--- config.mk ---
export PLATFORM = sky130hd
export DESIGN_NAME = square_matrix_multiply_core
export DESIGN_NICKNAME = d
export VERILOG_FILES = /design/src/rtl/sqmm_pkg.sv /design/src/rtl/sqmm_ram.sv /design/src/rtl/sqmm_front.sv /design/src/rtl/sqmm_queue.sv /design/src/rtl/sqmm_back.sv /design/src/rtl/square_matrix_multiply_core.sv
export SDC_FILE = /design/constraint.sdc
export NUM_CORES = 2
export LEC_CHECK = 0
export ABC_AREA = 1
export BUFFER_PORTS_ARGS = -buffer_cell sky130_fd_sc_hd__clkbuf_2
export CAP_MARGIN = 10
export CORE_AREA = 10 10 416 418
export CTS_BUF_LIST = sky130_fd_sc_hd__clkbuf_4
export DETAILED_ROUTE_END_ITERATION = 8
export DIE_AREA = 0 0 426 428
export PLACE_DENSITY_LB_ADDON = 0.05
export SLEW_MARGIN = 20
export SYNTH_ARGS = -nofsm -noshare
export SYNTH_HDL_FRONTEND = slang
export SYNTH_HIERARCHICAL = 1
export SYNTH_SLANG_ARGS = --single-unit
--- constraint.sdc ---
create_clock -name i_clk -period 14.2 [get_ports i_clk]
set_input_delay 2.84 -clock i_clk [delete_from_list [all_inputs] [get_ports i_clk]]
set_output_delay 2.84 -clock i_clk [all_outputs]
set_load 0.1 [all_outputs]
--- src/rtl/sqmm_pkg.sv ---
// sqmm_pkg: shared types and constants for the square matrix multiply core.
// No dependencies; every other rtl file except sqmm_ram imports it.
package sqmm_pkg;

    localparam int MATRIX_SIZE_DEF   = 4;
    localparam int FRACTION_BITS_DEF = 16;
    localparam int QUEUE_DEPTH       = 2;

    localparam int IDX_W = 4;
    localparam int VAL_W = 32;
    localparam int PROD_W = 2 * VAL_W;

    typedef enum logic [1:0] {
        OP_WR_A = 2'd0,
        OP_WR_B = 2'd1,
        OP_MUL  = 2'd2
    } t_op;

    typedef struct packed {
        t_op               op;
        logic [IDX_W-1:0]  index;
        logic [VAL_W-1:0]  value;
    } t_cmd;

    typedef struct packed {
        logic empty;
        logic full;
    } t_q_status;

    typedef enum logic [1:0] {
        ST_IDLE,
        ST_RUN,
        ST_DRAIN
    } t_state;

endpackage

--- src/rtl/sqmm_ram.sv ---
// sqmm_ram: generic simple dual-port RAM, one write port, one registered read port.
// Depends on nothing.
module sqmm_ram #(
    parameter int WIDTH = 32,
    parameter int DEPTH = 16
) (
    input  logic                     i_clk,
    input  logic                     i_we,
    input  logic [$clog2(DEPTH)-1:0] i_waddr,
    input  logic [WIDTH-1:0]         i_wdata,
    input  logic [$clog2(DEPTH)-1:0] i_raddr,
    output logic [WIDTH-1:0]         o_rdata
);

    logic [WIDTH-1:0] r_mem [DEPTH];
    logic [WIDTH-1:0] r_rdata;

    always_ff @(posedge i_clk) begin
        if (i_we) begin
            r_mem[i_waddr] <= i_wdata;
        end
        r_rdata <= r_mem[i_raddr];
    end

    assign o_rdata = r_rdata;

endmodule

--- src/rtl/sqmm_front.sv ---
// sqmm_front: input handshake; sorts incoming transactions and drops ones with no effect.
// Depends on sqmm_pkg.
module sqmm_front import sqmm_pkg::*; #(
    parameter int MATRIX_SIZE = MATRIX_SIZE_DEF
) (
    input  logic             i_valid,
    output logic             o_stall,
    input  logic [1:0]       i_op,
    input  logic [IDX_W-1:0] i_element_index,
    input  logic [VAL_W-1:0] i_element_value,
    input  t_q_status        i_q_status,
    output logic             o_push,
    output t_cmd             o_cmd
);

    localparam int ELEMENTS = MATRIX_SIZE * MATRIX_SIZE;

    logic is_write;
    logic in_range;
    logic keep;

    always_comb begin
        is_write = i_op inside {OP_WR_A, OP_WR_B};
        in_range = 32'(i_element_index) < 32'(ELEMENTS);
        // out-of-range writes and the unused op code are accepted and discarded
        keep     = (i_op == OP_MUL) || (is_write && in_range);
        o_stall  = i_q_status.full;
        o_push   = i_valid && !i_q_status.full && keep;
        o_cmd.op    = t_op'(i_op);
        o_cmd.index = i_element_index;
        o_cmd.value = i_element_value;
    end

endmodule

--- src/rtl/sqmm_queue.sv ---
// sqmm_queue: short command FIFO between the front and the execution engine.
// Depends on sqmm_pkg.
module sqmm_queue import sqmm_pkg::*; #(
    parameter int DEPTH = QUEUE_DEPTH
) (
    input  logic      i_clk,
    input  logic      i_rst_n,
    input  logic      i_push,
    input  t_cmd      i_cmd,
    input  logic      i_pop,
    output t_cmd      o_head,
    output t_q_status o_status
);

    localparam int PTR_W = $clog2(DEPTH);
    localparam int CNT_W = $clog2(DEPTH + 1);

    t_cmd             r_entry [DEPTH];
    logic [PTR_W-1:0] r_wr_ptr, n_wr_ptr;
    logic [PTR_W-1:0] r_rd_ptr, n_rd_ptr;
    logic [CNT_W-1:0] r_count,  n_count;
    logic             do_push, do_pop;

    always_comb begin
        o_status.empty = (r_count == '0);
        o_status.full  = (r_count == CNT_W'(DEPTH));
        do_push = i_push && !o_status.full;
        do_pop  = i_pop && !o_status.empty;
        n_wr_ptr = r_wr_ptr;
        n_rd_ptr = r_rd_ptr;
        n_count  = r_count;
        if (do_push) begin
            n_wr_ptr = (r_wr_ptr == PTR_W'(DEPTH - 1)) ? '0 : r_wr_ptr + 1'b1;
        end
        if (do_pop) begin
            n_rd_ptr = (r_rd_ptr == PTR_W'(DEPTH - 1)) ? '0 : r_rd_ptr + 1'b1;
        end
        if (do_push && !do_pop) begin
            n_count = r_count + 1'b1;
        end else if (do_pop && !do_push) begin
            n_count = r_count - 1'b1;
        end
        o_head = r_entry[r_rd_ptr];
    end

    always_ff @(posedge i_clk) begin
        if (!i_rst_n) begin
            r_wr_ptr <= '0;
            r_rd_ptr <= '0;
            r_count  <= '0;
        end else begin
            r_wr_ptr <= n_wr_ptr;
            r_rd_ptr <= n_rd_ptr;
            r_count  <= n_count;
        end
    end

    always_ff @(posedge i_clk) begin
        if (do_push) begin
            r_entry[r_wr_ptr] <= i_cmd;
        end
    end

endmodule

--- src/rtl/sqmm_back.sv ---
// sqmm_back: execution engine; matrix stores, multiply-accumulate pipeline, output register.
// Depends on sqmm_pkg and sqmm_ram.
module sqmm_back import sqmm_pkg::*; #(
    parameter int MATRIX_SIZE   = MATRIX_SIZE_DEF,
    parameter int FRACTION_BITS = FRACTION_BITS_DEF
) (
    input  logic             i_clk,
    input  logic             i_rst_n,
    input  t_cmd             i_head,
    input  t_q_status        i_q_status,
    output logic             o_pop,
    output logic             o_valid,
    input  logic             i_stall,
    output logic [IDX_W-1:0] o_product_index,
    output logic [VAL_W-1:0] o_product_value,
    output logic             o_last
);

    localparam int ELEMENTS = MATRIX_SIZE * MATRIX_SIZE;
    localparam int ADDR_W   = $clog2(ELEMENTS);
    localparam int CNT_W    = $clog2(MATRIX_SIZE);
    localparam int ACC_W    = PROD_W + $clog2(MATRIX_SIZE);

    t_state              r_state, n_state;
    logic [CNT_W-1:0]    r_x, n_x;
    logic [CNT_W-1:0]    r_y, n_y;
    logic [CNT_W-1:0]    r_i, n_i;
    logic                r_rd_vld, r_rd_first;
    logic                r_mul_vld, r_mul_first;
    logic signed [PROD_W-1:0] r_prod;
    logic signed [ACC_W-1:0]  r_acc;
    logic                r_out_valid;
    logic [IDX_W-1:0]    r_out_index;
    logic [VAL_W-1:0]    r_out_value;
    logic                r_out_last;

    logic                we_a, we_b;
    logic [ADDR_W-1:0]   waddr;
    logic [ADDR_W-1:0]   raddr_a, raddr_b;
    logic [VAL_W-1:0]    rdata_a, rdata_b;
    logic signed [VAL_W-1:0] op_a, op_b;
    logic signed [ACC_W-1:0] shifted;
    logic                fits;
    logic [VAL_W-1:0]    sat_value;
    logic                last_elem;
    logic                load;
    logic [31:0]         elem_k;

    assign waddr   = ADDR_W'(i_head.index);
    assign raddr_a = ADDR_W'(32'(r_x) + 32'(MATRIX_SIZE) * 32'(r_i));
    assign raddr_b = ADDR_W'(32'(r_i) + 32'(MATRIX_SIZE) * 32'(r_y));

    sqmm_ram #(.WIDTH(VAL_W), .DEPTH(ELEMENTS)) u_ram_a (
        .i_clk   (i_clk),
        .i_we    (we_a),
        .i_waddr (waddr),
        .i_wdata (i_head.value),
        .i_raddr (raddr_a),
        .o_rdata (rdata_a)
    );

    sqmm_ram #(.WIDTH(VAL_W), .DEPTH(ELEMENTS)) u_ram_b (
        .i_clk   (i_clk),
        .i_we    (we_b),
        .i_waddr (waddr),
        .i_wdata (i_head.value),
        .i_raddr (raddr_b),
        .o_rdata (rdata_b)
    );

    assign op_a = rdata_a;
    assign op_b = rdata_b;

    // floor shift, then saturate if the bits above 32 are not all sign copies
    always_comb begin
        shifted   = r_acc >>> FRACTION_BITS;
        fits      = (&shifted[ACC_W-1:VAL_W-1]) || !(|shifted[ACC_W-1:VAL_W-1]);
        sat_value = fits ? shifted[VAL_W-1:0]
                  : (shifted[ACC_W-1] ? {1'b1, {(VAL_W-1){1'b0}}}
                                      : {1'b0, {(VAL_W-1){1'b1}}});
        last_elem = (r_x == CNT_W'(MATRIX_SIZE - 1)) && (r_y == CNT_W'(MATRIX_SIZE - 1));
        elem_k    = 32'(r_x) + 32'(MATRIX_SIZE) * 32'(r_y);
    end

    always_comb begin
        n_state = r_state;
        n_x     = r_x;
        n_y     = r_y;
        n_i     = r_i;
        o_pop   = 1'b0;
        we_a    = 1'b0;
        we_b    = 1'b0;
        load    = 1'b0;
        case (r_state)
            ST_IDLE: begin
                if (!i_q_status.empty) begin
                    o_pop = 1'b1;
                    we_a  = (i_head.op == OP_WR_A);
                    we_b  = (i_head.op == OP_WR_B);
                    if (i_head.op == OP_MUL) begin
                        n_x     = '0;
                        n_y     = '0;
                        n_i     = '0;
                        n_state = ST_RUN;
                    end
                end
            end
            ST_RUN: begin
                if (r_i == CNT_W'(MATRIX_SIZE - 1)) begin
                    n_i     = '0;
                    n_state = ST_DRAIN;
                end else begin
                    n_i = r_i + 1'b1;
                end
            end
            ST_DRAIN: begin
                // wait for the last product to land and the output slot to free up
                if (!r_rd_vld && !r_mul_vld && (!r_out_valid || !i_stall)) begin
                    load = 1'b1;
                    if (last_elem) begin
                        n_state = ST_IDLE;
                    end else begin
                        if (r_x == CNT_W'(MATRIX_SIZE - 1)) begin
                            n_x = '0;
                            n_y = r_y + 1'b1;
                        end else begin
                            n_x = r_x + 1'b1;
                        end
                        n_state = ST_RUN;
                    end
                end
            end
            default: begin
                n_state = ST_IDLE;
            end
        endcase
    end

    always_ff @(posedge i_clk) begin
        if (!i_rst_n) begin
            r_state     <= ST_IDLE;
            r_x         <= '0;
            r_y         <= '0;
            r_i         <= '0;
            r_rd_vld    <= 1'b0;
            r_mul_vld   <= 1'b0;
            r_out_valid <= 1'b0;
        end else begin
            r_state   <= n_state;
            r_x       <= n_x;
            r_y       <= n_y;
            r_i       <= n_i;
            r_rd_vld  <= (r_state == ST_RUN);
            r_mul_vld <= r_rd_vld;
            if (load) begin
                r_out_valid <= 1'b1;
            end else if (!i_stall) begin
                r_out_valid <= 1'b0;
            end
        end
    end

    always_ff @(posedge i_clk) begin
        r_rd_first  <= (r_i == '0);
        r_mul_first <= r_rd_first;
        r_prod      <= op_a * op_b;
        if (r_mul_vld) begin
            r_acc <= r_mul_first ? ACC_W'(r_prod) : r_acc + ACC_W'(r_prod);
        end
        if (load) begin
            r_out_index <= elem_k[IDX_W-1:0];
            r_out_value <= sat_value;
            r_out_last  <= last_elem;
        end
    end

    assign o_valid         = r_out_valid;
    assign o_product_index = r_out_index;
    assign o_product_value = r_out_value;
    assign o_last          = r_out_last;

endmodule

--- src/rtl/square_matrix_multiply_core.sv ---
// Square matrix multiply core, signed fixed point, column-major A*B.
// Element loads pass through a two-entry command queue; op 3 and
// out-of-range writes are taken and dropped. A compute walks MATRIX_SIZE reads of each
// store per element, then drains the read, multiply and accumulate registers and loads
// the output register, which holds while i_stall is high, before the next element starts.
// Reset (i_rst_n low, synchronous) empties the queue and output; the stores are not cleared.
module square_matrix_multiply_core import sqmm_pkg::*; #(
    parameter int MATRIX_SIZE   = MATRIX_SIZE_DEF,
    parameter int FRACTION_BITS = FRACTION_BITS_DEF
) (
    input  logic             i_clk,
    input  logic             i_rst_n,
    input  logic             i_valid,
    output logic             o_stall,
    input  logic [1:0]       i_op,
    input  logic [IDX_W-1:0] i_element_index,
    input  logic [VAL_W-1:0] i_element_value,
    output logic             o_valid,
    input  logic             i_stall,
    output logic [IDX_W-1:0] o_product_index,
    output logic [VAL_W-1:0] o_product_value,
    output logic             o_last
);

    logic      push, pop;
    t_cmd      push_cmd, head;
    t_q_status q_status;

    sqmm_front #(.MATRIX_SIZE(MATRIX_SIZE)) u_front (
        .i_valid         (i_valid),
        .o_stall         (o_stall),
        .i_op            (i_op),
        .i_element_index (i_element_index),
        .i_element_value (i_element_value),
        .i_q_status      (q_status),
        .o_push          (push),
        .o_cmd           (push_cmd)
    );

    sqmm_queue #(.DEPTH(QUEUE_DEPTH)) u_queue (
        .i_clk    (i_clk),
        .i_rst_n  (i_rst_n),
        .i_push   (push),
        .i_cmd    (push_cmd),
        .i_pop    (pop),
        .o_head   (head),
        .o_status (q_status)
    );

    sqmm_back #(
        .MATRIX_SIZE   (MATRIX_SIZE),
        .FRACTION_BITS (FRACTION_BITS)
    ) u_back (
        .i_clk           (i_clk),
        .i_rst_n         (i_rst_n),
        .i_head          (head),
        .i_q_status      (q_status),
        .o_pop           (pop),
        .o_valid         (o_valid),
        .i_stall         (i_stall),
        .o_product_index (o_product_index),
        .o_product_value (o_product_value),
        .o_last          (o_last)
    );

endmodule

# == After elaboration in Yosys (flattened, before gate mapping) ==
# Memory sizes are Yosys's and may differ from the RTL's. A register that Yosys moved wholly into a read port is not among the register bits.
# Cells that the tools add are included.
# totals
elab_cells,128
reg_bits,184
ram_bits,1100
memories,3
inputBits,42
out_inout_bits,39
# classes
eq_ne,17
mul,1
n_addsub,11
muxes,43
reduce_logical,36
# mem_list
name,depth,word_bits,rd,rd_ports_with_merged_regs,wr,line,text
u_back.u_ram_a.r_mem,16,32,1,1,1,sqmm_ram.sv:15,logic [WIDTH-1:0] r_mem [DEPTH];
u_back.u_ram_b.r_mem,16,32,1,1,1,sqmm_ram.sv:15,
u_queue.r_entry,2,38,1,1,1,sqmm_queue.sv:18,t_cmd r_entry [DEPTH];
# ops
cell,count
$add 66x64->66,1
$mux 66,1
$mul 32x32->64,1
$mux 32,2
$mux 2,15
$mux 1,21
$reduce_and 19->1,1
$reduce_or 19->1,1
$eq 2x2->1 const B,7
$add 2x4->4,3
$pmux 2 s2,3
$logic_not 2->1,5
$ne 2x1->1 const B,5
$logic_and 1x1->1,9
$logic_not 1->1,9
$add 2x1->2 const B,4
$reduce_bool 2->1,4
$eq 2x1->1 const B,3
$pmux 2 s3,1
$reduce_and 6->1,1
$reduce_and 5->1,1
$ne 2x2->1 const B,2
$reduce_and 4->1,1
$logic_or 1x1->1,3
other kinds (3),4

# == Logic depth before layout (Yosys ltp) ==
# logic_depth
word_depth,9
mapped_depth,32
mapped_depth_nobuf,31

# == Hierarchy ==
# Netlist, hierarchy kept.
# modules_own_cells
mod,area_each_um2,n_inst,cells_per_inst,seq_area_each_um2
sqmm_back,49357.3,1,6367,4634.4
sqmm_ram,22730.6,2,2120,16015.4
sqmm_queue,3069.2,1,156,2382.3
sqmm_front,311.5,1,44,0.0

# == Worst setup path after synthesis ==
# OpenSTA, ideal clock, no wires.
# synth_timing
path_type,register -> register
from,"register u_back.u_ram_a.r_rdata[31], in the netlist u_back/u_ram_a/o_rdata[31], read port of u_back.u_ram_a.r_mem"
to,register u_back.r_prod[55]
setup_time_ps,113
required_time_ps,14087
arrival_time_ps,7046
path_buffers,1
slack_ps,7041
path_stages_with_launch,28
period_less_slack_ps,7159
cell_sequence,dfxtp_1 clkbuf_1 nand2_1 inv_1 fa_1 inv_1 fa_1 inv_1 fa_1 fa_1 inv_1 fa_1 inv_1 fa_1 inv_1 fa_1 fa_1 inv_1 ha_1 nand2_1 nor2_1 inv_1 nor2_1 inv_1 nor4_1 nand2_1 nand4_1 nand2_1
# synth_via
elab_chain_cells,1
# synth_rtl
element,line,text
start: declaration,sqmm_ram.sv:16,logic [WIDTH-1:0] r_rdata;
$mul 32x32->64,sqmm_back.sv:166,r_prod <= op_a * op_b;
end signal: assignment,sqmm_back.sv:166,
end: declaration,sqmm_back.sv:30,logic signed [PROD_W-1:0] r_prod;
# Every way passes these cells.
# A chain may end at the register's enable or synchronous reset.

# == Final worst setup path ==
# layout_timing
from,"register u_back.u_ram_b.r_rdata[4], in the netlist u_back/u_ram_b/o_rdata[4], read port of u_back.u_ram_b.r_mem"
to,register u_back.r_prod[55]
# layout_via
elab_chain_cells,1
# layout_rtl
element,line
start: declaration,sqmm_ram.sv:16
$mul 32x32->64,sqmm_back.sv:166
# Every way passes these cells.

==> flow_metrics.tcl <==
set metrics [dict create \
    status "complete, no violations" \
    rsz0062_at_grt "no" \
    drt_iter0_drc 6020 \
    maxCapViolCount 0 \
    cts_setup_buffers 0 \
    yosysUniqueCellTypes 52 \
    die_y_um 428 \
    syn_to_final_growth_pct 6.74 \
    die_w_um 426 \
    cts_buffer_depth 4 \
    synth_edf_count 1203 \
    syn_area_per_cell_um2 9.09 \
    yosysSeqAreaShare_pct 39.8 \
    overflow 0 \
    r2r_cells 24 \
    yosysWarnings 6 \
    htreeDepth 5 \
    tightest_slew_ns 1.10 \
    hold_viol 0 \
    ioPinCount 81 \
    via_per_inst 5.36 \
    synth-seq-cells 1349 \
    async_reset_ff_share_pct 0 \
    critPathSlowestCell "fa_1" \
    grt_util_all_layers_pct 30.5 \
    hpwl_um 191000 \
    cts-buffers-inserted 368 \
    skew_ns 0.154 \
    synth_area_leaders "edfxtp_1 (37%), fa_1 (22%), nand2_1 (12%)" \
    yosys.area.top_type_share_pct 36.8 \
    crit_path_frequent_cell "fa_1" \
    fin_crit_sh_pct 57.9 \
    synth.most_common_cell "nand2_1" \
    final_nets 12300 \
    core_um2 164000 \
    dr.pass1.iters 6 \
    slowest_delay_ns 1.07 \
    path_depth 24 \
    grt_pass1_wl_um 429000 \
    crit_required_ns 15.38 \
    cp-start-kind "flip-flop" \
    crit_start "u_back/u_ram_b/o_rdata[4]" \
    clkSinkCount 1349 \
    setup-violations-final 0 \
    seqCellArea_um2 39100 \
    synthCells 10800 \
    crit_end "u_back/r_prod[55]" \
    cts_resized 0 \
    whs_ns 0.326 \
    grt_max_degree 99 \
    start_util_pct 59.7 \
    clk_pin_slew_ns 0.07 \
    cts-hold-fix-buffers 0 \
    path_buf_inv 7 \
    wire_per_inst_um 20.7 \
    syn-cell-area_um2 98200 \
    synthesis.nets 12200 \
    slew_headroom_pct 26.7 \
    tns_ns 0 \
    worstHoldPathType "flip-flop to flip-flop" \
    r2r_end "u_back/r_prod[55]" \
    rows 149 \
    drc 0 \
    report.final.slew_viol_count 0 \
    multiInputGateArea_um2 46900 \
    synth_commonest_cells "nand2_1 (3079), inv_1 (2640), edfxtp_1 (1203)" \
    reg2reg_from "u_back/u_ram_b/o_rdata[4]" \
    layout_min_cycle_time_ns 8.22 \
    rrSetupSlack_ns 5.98 \
    port_buffers 80 \
    ant_nets 0 \
    worstPathMaxFanout 32 \
    yosys.area.top_type "edfxtp_1" \
    antenna_found_initial 5 \
    nFillCells 13900 \
    drt_wl_total_um 277000 \
    worstPathCellList "nand2_1 > inv_1 > fa_1 > fa_1 > fa_1 > fa_1 > inv_1 > fa_1 > inv_1 > fa_1 > inv_1 > fa_1 > inv_1 > fa_1 > ha_1 > nand2_1 > nor2_1 > inv_1 > nor2_1 > inv_1 > nor4_1 > nand2_1 > nand4_1 > nand2_1" \
    critPathTopFamily "adder cells" \
    clk_latency_ns 1.37 \
    grt_pass1_vias 74100 \
    clock-root-buffer "clkbuf_4" \
    cp-end-kind "flip-flop" \
    layout-drive-gt1-share_pct 8.81 \
    synth_ff_type "edfxtp_1" \
    path_class "flip-flop to flip-flop" \
    max_freq_mhz 122 \
    place.gp.congestion 0.966 \
    die_area_um2 182000 \
    dr_total_vias 71700 \
    tritoncts "done" \
    crit_arrival_ns 9.40 \
]
per-layer routing:
metal	global-route usage, %	wire, µm	vias to the layer above
li1	-	-	33000
met4	12.8	12000	2
met5	0	12	-
met1	38.6	108000	35000
met3	5.04	20300	709
met2	52.0	137000	2984
stage by stage:
stage	instances	utilization, %	setup WS (ns)	area, µm²
floorplan	10800	-	7.04	98200
global placement	12700	60.8	5.65	100000
detailed placement	12700	60.8	6.04	100000
CTS	13400	63.7	5.97	105000
global route	13400	63.7	5.40	105000
finish	13400	63.7	5.98	105000
placed cells by master, fill, tap and decap left out, drive strengths merged, types with 50 or more instances in the layout:
cell type,netlist,routed
a21oi,198,198
ha,254,254
nand2,3100,3100
inv,2655,2660
xor2,50,50
nand3,909,909
fa,1083,1083
edfxtp,1203,1203
o21ai,154,154
clkbuf,240,645
dfxtp,146,146
nor2,359,359
buf,226,124
clkinv,0,60
kinds of logic after synthesis:
| logic type | after synthesis | share of synthesized area [%] |
|---|---|---|
| compound gates | 413 | 2.32 |
| xor+xnor | 70 | 0.632 |
| fa+ha+maj | 1337 | 25.3 |
| buf+inv | 3121 | 12.7 |
| flops | 1349 | 39.8 |
| mux | 38 | 0.512 |
| simple gates | 4479 | 18.7 |
layout make-up:
class	instances	share of cell area [%]
clock inverters	73	0.458
repair buffers	204	1.29
well taps	2189	2.61
clock buffers	565	4.05
multi-input cells	6337	44.8
flip-flops and latches	1349	37.3
diodes	10	0.0239
inverters	2655	9.52
flip-flops by register name, indices dropped and copies added (netlist names), 2 cells and up, named ones only:
name and flops:
u_back/o_product_index 4, u_back/o_product_value 32, u_back/r_acc 66, u_back/r_i 2, u_back/r_prod 64, u_back/r_state 2
u_back/r_x 2, u_back/r_y 2, u_back/u_ram_a/o_rdata 32, u_back/u_ram_a/r_mem 512, u_back/u_ram_b/o_rdata 32, u_back/u_ram_b/r_mem 512
u_queue/r_count 2, u_queue/r_entry 76
worst min path at each step:
stage,slack [ns],startpoint,cells past startpoint,endpoint
after floorplan,0.31,u_back/r_rd_first,0,u_back/r_mul_first
after global placement,0.31,u_back/r_rd_first,0,u_back/r_mul_first
after detailed placement,0.31,u_back/r_rd_first,0,u_back/r_mul_first
after CTS,0.33,u_back/r_rd_first,0,u_back/r_mul_first
after global routing,0.34,u_back/r_rd_first,0,u_back/r_mul_first
final,0.33,u_back/r_rd_first,0,u_back/r_mul_first
worst reg2reg max path: cells and delay by family, from the launching register on:
kind                       cells  cell delay (ns)
and+or+nand+nor                8             1.18
adders and majority gates      9             5.24
DFF                            1             0.78
buffers and inverters          7             0.85
Power is not shown: default switching activity piles up to over one toggle a cycle in this logic, so the estimate is an artifact.
